`config.mk`:
```
export PLATFORM = sky130hd
export DESIGN_NAME = rle_scanline_opcode_decoder_flat
export DESIGN_NICKNAME = d
export VERILOG_FILES = /design/src/rtl/rsod_pkg.sv /design/src/rtl/rsod_req_if.sv /design/src/rtl/rsod_rsp_if.sv /design/src/rtl/rsod_parser.sv /design/src/rtl/rle_scanline_opcode_decoder.sv /design/src/flat_wrapper.sv
export SDC_FILE = /design/constraint.sdc
export NUM_CORES = 1
export LEC_CHECK = 0
export BUFFER_PORTS_ARGS = -buffer_cell sky130_fd_sc_hd__buf_2
export CAP_MARGIN = 25
export CORE_MARGIN = 10
export CORE_UTILIZATION = 45
export DETAILED_ROUTE_END_ITERATION = 12
export GPL_ROUTABILITY_DRIVEN = 0
export PLACE_DENSITY = 0.73
export SYNTH_ARGS = -nofsm -noshare
export SYNTH_HDL_FRONTEND = slang
export SYNTH_SLANG_ARGS = --single-unit
```
`constraint.sdc`:
```
create_clock -name clock -period 17.2 [get_ports clock]
set_input_delay 5.16 -clock clock [delete_from_list [all_inputs] [get_ports clock]]
set_output_delay 5.16 -clock clock [all_outputs]
set_load 0.01 [all_outputs]
```
`src/rtl/rsod_pkg.sv`:
```
// shared types and constants for the rle scanline opcode decoder
// no dependencies
`timescale 1ns / 1ps

package rsod_pkg;

   localparam logic [7:0] KEPT_CHANNELS = 8'd3;

   localparam logic [5:0] OP_SKIP_LINES  = 6'd1;
   localparam logic [5:0] OP_SET_COLOR   = 6'd2;
   localparam logic [5:0] OP_SKIP_PIXELS = 6'd3;
   localparam logic [5:0] OP_BYTE_DATA   = 6'd5;
   localparam logic [5:0] OP_RUN_DATA    = 6'd6;
   localparam logic [5:0] OP_EOF         = 6'd7;

   typedef enum logic [1:0] {
      EV_SPAN      = 2'd0,
      EV_ROW_END   = 2'd1,
      EV_END_IMAGE = 2'd2,
      EV_UNKNOWN   = 2'd3
   } event_type;

   typedef enum logic [7:0] {
      PH_OPCODE    = 8'b0000_0001,
      PH_OPDATA    = 8'b0000_0010,
      PH_LONG_LO   = 8'b0000_0100,
      PH_LONG_HI   = 8'b0000_1000,
      PH_LITERALS  = 8'b0001_0000,
      PH_LIT_PAD   = 8'b0010_0000,
      PH_RUN_VALUE = 8'b0100_0000,
      PH_RUN_PAD   = 8'b1000_0000
   } phase_type;

   typedef struct packed {
      logic [1:0]  event_kind;
      logic [1:0]  channel_number;
      logic [15:0] start_x;
      logic [16:0] span_length;
      logic [7:0]  pixel_value;
      logic [15:0] lines_advanced;
   } result_type;

   typedef struct packed {
      logic       valid;
      logic [7:0] stream_byte;
      logic       restart;
   } step_type;

   typedef struct packed {
      logic       valid;
      result_type data;
   } emit_type;

endpackage

```
`src/rtl/rsod_req_if.sv`:
```
// request channel: one encoded stream byte with restart flag
// no dependencies
`timescale 1ns / 1ps

interface rsod_req_if;
   logic       valid;
   logic       ready;
   logic [7:0] stream_byte;
   logic       restart;

   modport source (output valid, output stream_byte, output restart, input ready);
   modport sink (input valid, input stream_byte, input restart, output ready);
endinterface

```
`src/rtl/rsod_rsp_if.sv`:
```
// result channel: one decoded event
// no dependencies
`timescale 1ns / 1ps

interface rsod_rsp_if;
   logic        valid;
   logic        ready;
   logic [1:0]  event_kind;
   logic [1:0]  channel_number;
   logic [15:0] start_x;
   logic [16:0] span_length;
   logic [7:0]  pixel_value;
   logic [15:0] lines_advanced;

   modport source (output valid, output event_kind, output channel_number, output start_x,
                   output span_length, output pixel_value, output lines_advanced,
                   input ready);
   modport sink (input valid, input event_kind, input channel_number, input start_x,
                 input span_length, input pixel_value, input lines_advanced,
                 output ready);
endinterface

```
`src/rtl/rsod_parser.sv`:
```
// parser state and single-byte step logic of the rle opcode decoder
// depends on rsod_pkg
`timescale 1ns / 1ps

module rsod_parser
   import rsod_pkg::*;
(
   input  logic     clock,
   input  logic     reset,
   input  step_type step,
   output emit_type result
);

   phase_type   phase_ff, phase_in, phase_eff;
   logic [5:0]  held_ff, held_in, held_eff;
   logic        long_ff, long_in, long_eff;
   logic [7:0]  oplow_ff, oplow_in, oplow_eff;
   logic [16:0] left_ff, left_in, left_eff;
   logic        pad_ff, pad_in, pad_eff;
   logic [7:0]  chan_ff, chan_in, chan_eff;
   logic [15:0] column_ff, column_in, column_eff;
   logic        ended_ff, ended_in, ended_eff;

   logic        kept;
   logic        exec_go;
   logic [15:0] operand;
   logic [16:0] left_dec;
   logic [7:0]  b;

   always_comb begin
      b = step.stream_byte;

      phase_eff  = phase_ff;
      held_eff   = held_ff;
      long_eff   = long_ff;
      oplow_eff  = oplow_ff;
      left_eff   = left_ff;
      pad_eff    = pad_ff;
      chan_eff   = chan_ff;
      column_eff = column_ff;
      ended_eff  = ended_ff;
      if (step.valid && step.restart) begin
         phase_eff  = PH_OPCODE;
         held_eff   = '0;
         long_eff   = 1'b0;
         oplow_eff  = '0;
         left_eff   = '0;
         pad_eff    = 1'b0;
         chan_eff   = '0;
         column_eff = '0;
         ended_eff  = 1'b0;
      end

      phase_in  = phase_eff;
      held_in   = held_eff;
      long_in   = long_eff;
      oplow_in  = oplow_eff;
      left_in   = left_eff;
      pad_in    = pad_eff;
      chan_in   = chan_eff;
      column_in = column_eff;
      ended_in  = ended_eff;

      result   = '0;
      exec_go  = 1'b0;
      operand  = '0;
      left_dec = left_eff - 17'd1;
      kept     = chan_eff < KEPT_CHANNELS;

      if (step.valid && !ended_eff) begin
         unique case (phase_eff)
            PH_OPCODE: begin
               held_in  = b[5:0];
               long_in  = b[6];
               phase_in = PH_OPDATA;
            end
            PH_OPDATA: begin
               if (long_eff && (held_eff == OP_SKIP_LINES || held_eff == OP_SKIP_PIXELS ||
                                held_eff == OP_BYTE_DATA || held_eff == OP_RUN_DATA)) begin
                  phase_in = PH_LONG_LO;
               end else begin
                  exec_go = 1'b1;
                  operand = {8'd0, b};
               end
            end
            PH_LONG_LO: begin
               oplow_in = b;
               phase_in = PH_LONG_HI;
            end
            PH_LONG_HI: begin
               exec_go = 1'b1;
               operand = {b, oplow_eff};
            end
            PH_LITERALS: begin
               if (kept) begin
                  result.valid               = 1'b1;
                  result.data.event_kind     = EV_SPAN;
                  result.data.channel_number = chan_eff[1:0];
                  result.data.start_x        = column_eff;
                  result.data.span_length    = 17'd1;
                  result.data.pixel_value    = b;
               end
               column_in = column_eff + 16'd1;
               left_in   = left_dec;
               if (left_dec == 17'd0) begin
                  phase_in = pad_eff ? PH_LIT_PAD : PH_OPCODE;
               end
            end
            PH_LIT_PAD: begin
               pad_in   = 1'b0;
               phase_in = PH_OPCODE;
            end
            PH_RUN_VALUE: begin
               if (kept) begin
                  result.valid               = 1'b1;
                  result.data.event_kind     = EV_SPAN;
                  result.data.channel_number = chan_eff[1:0];
                  result.data.start_x        = column_eff;
                  result.data.span_length    = left_eff;
                  result.data.pixel_value    = b;
               end
               column_in = column_eff + left_eff[15:0];
               left_in   = '0;
               phase_in  = PH_RUN_PAD;
            end
            default: begin
               pad_in   = 1'b0;
               phase_in = PH_OPCODE;
            end
         endcase

         if (exec_go) begin
            phase_in = PH_OPCODE;
            unique case (held_eff)
               OP_SKIP_LINES: begin
                  column_in                  = '0;
                  result.valid               = 1'b1;
                  result.data.event_kind     = EV_ROW_END;
                  result.data.lines_advanced = (operand == 16'd0) ? 16'd1 : operand;
               end
               OP_SET_COLOR: begin
                  chan_in   = operand[7:0];
                  column_in = '0;
               end
               OP_SKIP_PIXELS: begin
                  column_in = column_eff + operand;
               end
               OP_BYTE_DATA: begin
                  left_in  = {1'b0, operand} + 17'd1;
                  pad_in   = ~operand[0];
                  phase_in = PH_LITERALS;
               end
               OP_RUN_DATA: begin
                  left_in  = {1'b0, operand} + 17'd1;
                  pad_in   = 1'b1;
                  phase_in = PH_RUN_VALUE;
               end
               OP_EOF: begin
                  ended_in               = 1'b1;
                  result.valid           = 1'b1;
                  result.data.event_kind = EV_END_IMAGE;
               end
               default: begin
                  result.valid           = 1'b1;
                  result.data.event_kind = EV_UNKNOWN;
               end
            endcase
         end
      end
   end

   always_ff @(posedge clock) begin
      if (reset) begin
         phase_ff  <= PH_OPCODE;
         held_ff   <= '0;
         long_ff   <= 1'b0;
         oplow_ff  <= '0;
         left_ff   <= '0;
         pad_ff    <= 1'b0;
         chan_ff   <= '0;
         column_ff <= '0;
         ended_ff  <= 1'b0;
      end else begin
         phase_ff  <= phase_in;
         held_ff   <= held_in;
         long_ff   <= long_in;
         oplow_ff  <= oplow_in;
         left_ff   <= left_in;
         pad_ff    <= pad_in;
         chan_ff   <= chan_in;
         column_ff <= column_in;
         ended_ff  <= ended_in;
      end
   end

endmodule

```
`src/rtl/rle_scanline_opcode_decoder.sv`:
```
// top level of the rle scanline opcode decoder: input register, parser, result queue
// depends on rsod_pkg, rsod_req_if, rsod_rsp_if, rsod_parser
`timescale 1ns / 1ps

// usage
// req carries one byte of the encoded image body per request, with restart
// set to clear the parser, channel, column and end flag before that byte.
// rsp carries at most one event per request: pixel span, row end, end of
// image or unknown opcode; fields that do not apply to an event are zero.
// a request is held in the input register until the queue has room; it is
// then parsed, and its event is written into the queue and offered on rsp.
// throughput: one request per cycle while rsp takes events, set by the
// parser step and the two-entry result queue.
// a stalled rsp leaves events in the two-entry queue; req keeps being
// accepted while the queue has room, and ready drops once it is full and
// the input register holds a request that is not yet parsed.
// reset (synchronous, active high) empties the input register and queue
// and returns the parser to waiting for an opcode on channel zero, column
// zero.

module rle_scanline_opcode_decoder
   import rsod_pkg::*;
(
   input logic       clock,
   input logic       reset,
   rsod_req_if.sink  req,
   rsod_rsp_if.source rsp
);

   logic       s1_valid_ff;
   logic [7:0] s1_byte_ff;
   logic       s1_restart_ff;

   result_type q_ff [2];
   logic       wr_ptr_ff;
   logic       rd_ptr_ff;
   logic [1:0] count_ff;

   logic       pop;
   logic       space;
   logic       s1_fire;
   logic       push;
   step_type   step;
   emit_type   result;
   result_type head;

   assign pop     = rsp.valid && rsp.ready;
   assign space   = (count_ff != 2'd2) || pop;
   assign s1_fire = s1_valid_ff && space;
   assign req.ready = !s1_valid_ff || s1_fire;

   assign step.valid       = s1_fire;
   assign step.stream_byte = s1_byte_ff;
   assign step.restart     = s1_restart_ff;

   rsod_parser u_parser (
      .clock  (clock),
      .reset  (reset),
      .step   (step),
      .result (result)
   );

   assign push = result.valid;

   always_ff @(posedge clock) begin
      if (reset) begin
         s1_valid_ff <= 1'b0;
         wr_ptr_ff   <= 1'b0;
         rd_ptr_ff   <= 1'b0;
         count_ff    <= '0;
      end else begin
         if (req.ready) begin
            s1_valid_ff <= req.valid;
         end
         if (push) begin
            wr_ptr_ff <= ~wr_ptr_ff;
         end
         if (pop) begin
            rd_ptr_ff <= ~rd_ptr_ff;
         end
         if (push && !pop) begin
            count_ff <= count_ff + 2'd1;
         end else if (pop && !push) begin
            count_ff <= count_ff - 2'd1;
         end
      end
   end

   always_ff @(posedge clock) begin
      if (req.ready && req.valid) begin
         s1_byte_ff    <= req.stream_byte;
         s1_restart_ff <= req.restart;
      end
      if (push) begin
         q_ff[wr_ptr_ff] <= result.data;
      end
   end

   assign head = q_ff[rd_ptr_ff];

   assign rsp.valid          = count_ff != 2'd0;
   assign rsp.event_kind     = head.event_kind;
   assign rsp.channel_number = head.channel_number;
   assign rsp.start_x        = head.start_x;
   assign rsp.span_length    = head.span_length;
   assign rsp.pixel_value    = head.pixel_value;
   assign rsp.lines_advanced = head.lines_advanced;

endmodule

```
`src/flat_wrapper.sv`:
```
// flat-port wrapper written by rule: the top's interface ports become plain ports
module rle_scanline_opcode_decoder_flat import rsod_pkg::*;
  (clock, reset, req_valid, req_stream_byte, req_restart, req_ready, rsp_valid, rsp_event_kind, rsp_channel_number, rsp_start_x, rsp_span_length, rsp_pixel_value, rsp_lines_advanced, rsp_ready);
  rsod_req_if req_i ();
  rsod_rsp_if rsp_i ();
  input logic clock;
  input logic reset;
  input wire logic [$bits(req_i.valid)-1:0] req_valid;
  input wire logic [$bits(req_i.stream_byte)-1:0] req_stream_byte;
  input wire logic [$bits(req_i.restart)-1:0] req_restart;
  output wire logic [$bits(req_i.ready)-1:0] req_ready;
  output wire logic [$bits(rsp_i.valid)-1:0] rsp_valid;
  output wire logic [$bits(rsp_i.event_kind)-1:0] rsp_event_kind;
  output wire logic [$bits(rsp_i.channel_number)-1:0] rsp_channel_number;
  output wire logic [$bits(rsp_i.start_x)-1:0] rsp_start_x;
  output wire logic [$bits(rsp_i.span_length)-1:0] rsp_span_length;
  output wire logic [$bits(rsp_i.pixel_value)-1:0] rsp_pixel_value;
  output wire logic [$bits(rsp_i.lines_advanced)-1:0] rsp_lines_advanced;
  input wire logic [$bits(rsp_i.ready)-1:0] rsp_ready;
  assign req_i.valid = req_valid;
  assign req_i.stream_byte = req_stream_byte;
  assign req_i.restart = req_restart;
  assign req_ready = req_i.ready;
  assign rsp_valid = rsp_i.valid;
  assign rsp_event_kind = rsp_i.event_kind;
  assign rsp_channel_number = rsp_i.channel_number;
  assign rsp_start_x = rsp_i.start_x;
  assign rsp_span_length = rsp_i.span_length;
  assign rsp_pixel_value = rsp_i.pixel_value;
  assign rsp_lines_advanced = rsp_i.lines_advanced;
  assign rsp_i.ready = rsp_ready;
  rle_scanline_opcode_decoder u_core (.clock(clock), .reset(reset), .req(req_i), .rsp(rsp_i));
endmodule
```
==> results.tsv <==
metric	value	unit
R2R Path End	u_core.u_parser.column_ff[15]	
post-synthesis cell area	0.0114	mm²
fin nets	1283	
Hold/Removal Path Class	reg -> reg	
Reg2Reg Setup Slack	12.20	ns
PwrDens	87.9	mW/mm²
post-route antenna net violation count	0	
Reg-to-Reg Start	u_core.count_ff[0]	
initial antenna violation count	0	
max incr delay on CP	0.65	ns
I/O pin cnt	76	
Synth area leaders	edfxtp_1, dfxtp_1, mux2_2	
Post-synth top cells	edfxtp_1, nor2_1, nand2_1, a21oi_1, dfxtp_1	
post-detail-place hpwl	22.2	mm
Final Hold Fails	0	
Area Overhead vs Synth	11.9	%
top cell type's share of synthesized area	0.344	
Setup Viol. Count Final	0	
Max clock buf depth	3	
first-pass GRT wire length	50.2	mm
Vias/cell	6.06	
Top Family by Delay on Critical Path	simple AND/OR/NAND/NOR gates	
hold-fix buffer count after cts	0	
Min-Delay Path Depth	2	
# H-tree levels	1	
gr ovfl total	0	
Final Slew Violations	0	
final clock skew	0.0146	ns
largest net degree at the start of global routing	77	
CP Buf/Inv Count	2	
vias in the first global route	9129	
overall routing resource usage	0.195	
DRC viols	0	
share of post-route cells with drive strength above 1	0.166	
Post-CTS Setup Bufs	0	
CP Max Fanout	8	
Period minus WS final	11.43	ns
DRT Pass-1 Iters	6	
Worst EP required	12.04	ns
IO buf count	75	
peak supply drop	0.0698	mV
Hold Startpoint	u_core.u_parser.oplow_ff[2]	
CP arrival	6.27	ns
crit path cell chain	buf_2 > nor3b_2 > nand2_1 > buf_2	
critical path endpoint category	primary output	
Synth Register Bits	203	
Initial Util	0.455	
slew at the pin with the worst max-slew slack	1.13	ns
Reg clk slew, reported paths	0.06	ns
reg2reg path depth	15	
Die Span X	179	µm
ANT cells	0	
unrepaired setup endpoints after global routing	false	
Main synth FF type	edfxtp_1	
Slew Limit Headroom	0.246	
core area	0.0251	mm²
total die area	0.0322	mm²
Wirelength per Cell	20.2	µm
leakage	4.64	nW
fmax	87.5	MHz
status	complete, no violations	
MaxCap Viol Count	0	
vias	9567	
Iteration-0 DRC Markers	1065	
final hold slack	0.474	ns
routed wire length	32.0	mm
TritonCTS clock tree	done	
Syn Nets	1235	
CTS Root Cell	clkbuf_16	
Seq/Total Area, Yosys	0.470	
Cell variety after synth	78	
Synth Warn #	0	
Fillers	2278	
CP most frequent cell	buf_2	
Post-synth ARST share	0	
crit path launch type	primary input	
Rows	58	
Worst Hold End	u_core.u_parser.oplow_ff[2]	
clk_lat worst skew	0.53	ns
Worst path slowest cell	nor3b_2	
CP Class	in -> out	
synthesized instance count	1186	
fin crit share	0.664	
CTS resizes	0	
Avg Inst Size Synth	9.64	µm²
post-route setup TNS	0	ns
chip height	179	µm
Synth area leader	edfxtp_1	
EDFF count, synth	131	
CTS sink count	203	
Num CTS Buffers	22	
[metrics by stage]
| stage | instances | util | area (µm²) | setup slack, ns | total power (W) |
|---|---|---|---|---|---|
| finish | 1579 | 0.510 | 12800 | 5.77 | 0.00113 |
| global route | 1579 | 0.510 | 12800 | 5.75 | 0.00117 |
| CTS | 1579 | 0.510 | 12800 | 5.86 | 0.00113 |
| detailed placement | 1540 | 0.482 | 12100 | 5.87 | 0.000668 |
| global placement | 1540 | 0.482 | 12100 | 5.88 | 0.000666 |
| floorplan | 1186 | - | 11400 | 6.41 | 0.000627 |
[layout make-up]
cell class | instances | area (µm²) | area share
well taps | 330 | 413 | 0.0323
flip-flops and latches | 203 | 5380 | 0.420
clock buffers | 30 | 591 | 0.0461
inverters | 37 | 139 | 0.0109
multi-input cells | 877 | 5660 | 0.442
repair buffers | 93 | 510 | 0.0399
clock inverters | 9 | 109 | 0.00851
[report_power, final]
| part | internal (W) | switching (W) | total, W |
|---|---|---|---|
| clock network | 0.000271 | 0.000197 | 0.000468 |
| logic | 0.0000512 | 0.0000707 | 0.000122 |
| registers | 0.000521 | 0.0000148 | 0.000536 |
| total | 0.000843 | 0.000282 | 0.00113 |
[tightest hold or removal path, delay by kind of cell, from the launching register on]
| family | cells | cell delay, ns |
|---|---|---|
| flip-flops | 1 | 0.31 |
| AND/OR/NAND/NOR | 1 | 0.06 |
| AO/OA/AOI/OAI | 1 | 0.06 |
[cells by family after synthesis]
| logic type | synth area share |
|---|---|
| mux | 0.0682 |
| xor+xnor | 0.0314 |
| fa+ha+maj | 0.0416 |
| simple gates | 0.195 |
| flops | 0.470 |
| buf+inv | 0.0364 |
| compound gates | 0.158 |
[worst max path at each step]
stage                   start   endpoint  slack (ns)  cells after the start
finish              rsp_ready  req_ready        5.77                      4
CTS                 rsp_ready  req_ready        5.86                      4
floorplan           rsp_ready  req_ready        6.41                      2
global route        rsp_ready  req_ready        5.75                      4
global placement    rsp_ready  req_ready        5.88                      4
detailed placement  rsp_ready  req_ready        5.87                      4
[layout by cell type, fill, tap and decap left out, drive strengths merged, types with 15 or more instances in the layout]
cell / Yosys / routed
edfxtp: 131 / 131
nor2: 131 / 131
nand2: 101 / 101
buf: 12 / 93
a21oi: 84 / 84
dfxtp: 72 / 72
mux2: 63 / 63
o21ai: 57 / 57
nand3: 51 / 51
inv: 37 / 37
ha: 34 / 34
nor3: 32 / 32
and2: 30 / 30
clkbuf: 57 / 30
and3: 27 / 27
a31oi: 25 / 25
xnor2: 23 / 23
xor2: 18 / 18
a211oi: 16 / 16
nor4: 15 / 15
[flip-flops by register name (all words and copies together) (netlist names), named ones only]
name and cells:
u_core.u_parser.held_ff 6, u_core.u_parser.phase_ff 8, u_core.s1_valid_ff 1, u_core.u_parser.left_ff 17, u_core.u_parser.column_ff 16, u_core.s1_byte_ff 8
u_core.wr_ptr_ff 1, u_core.u_parser.long_ff 1, u_core.s1_restart_ff 1, u_core.count_ff 2, u_core.u_parser.oplow_ff 8, u_core.u_parser.pad_ff 1
u_core.rd_ptr_ff 1, u_core.u_parser.ended_ff 1, u_core.q_ff 122, u_core.u_parser.chan_ff 8
[per-layer routing]
layer,vias to the layer above,global-route usage,part of all wire
met1,4437,0.253,0.40
met5,-,0,0
li1,4462,-,-
met3,109,0.0350,0.11
met2,559,0.308,0.45
met4,0,0.0946,0.047
No activity file was read; power rests on OpenSTA's default activity.
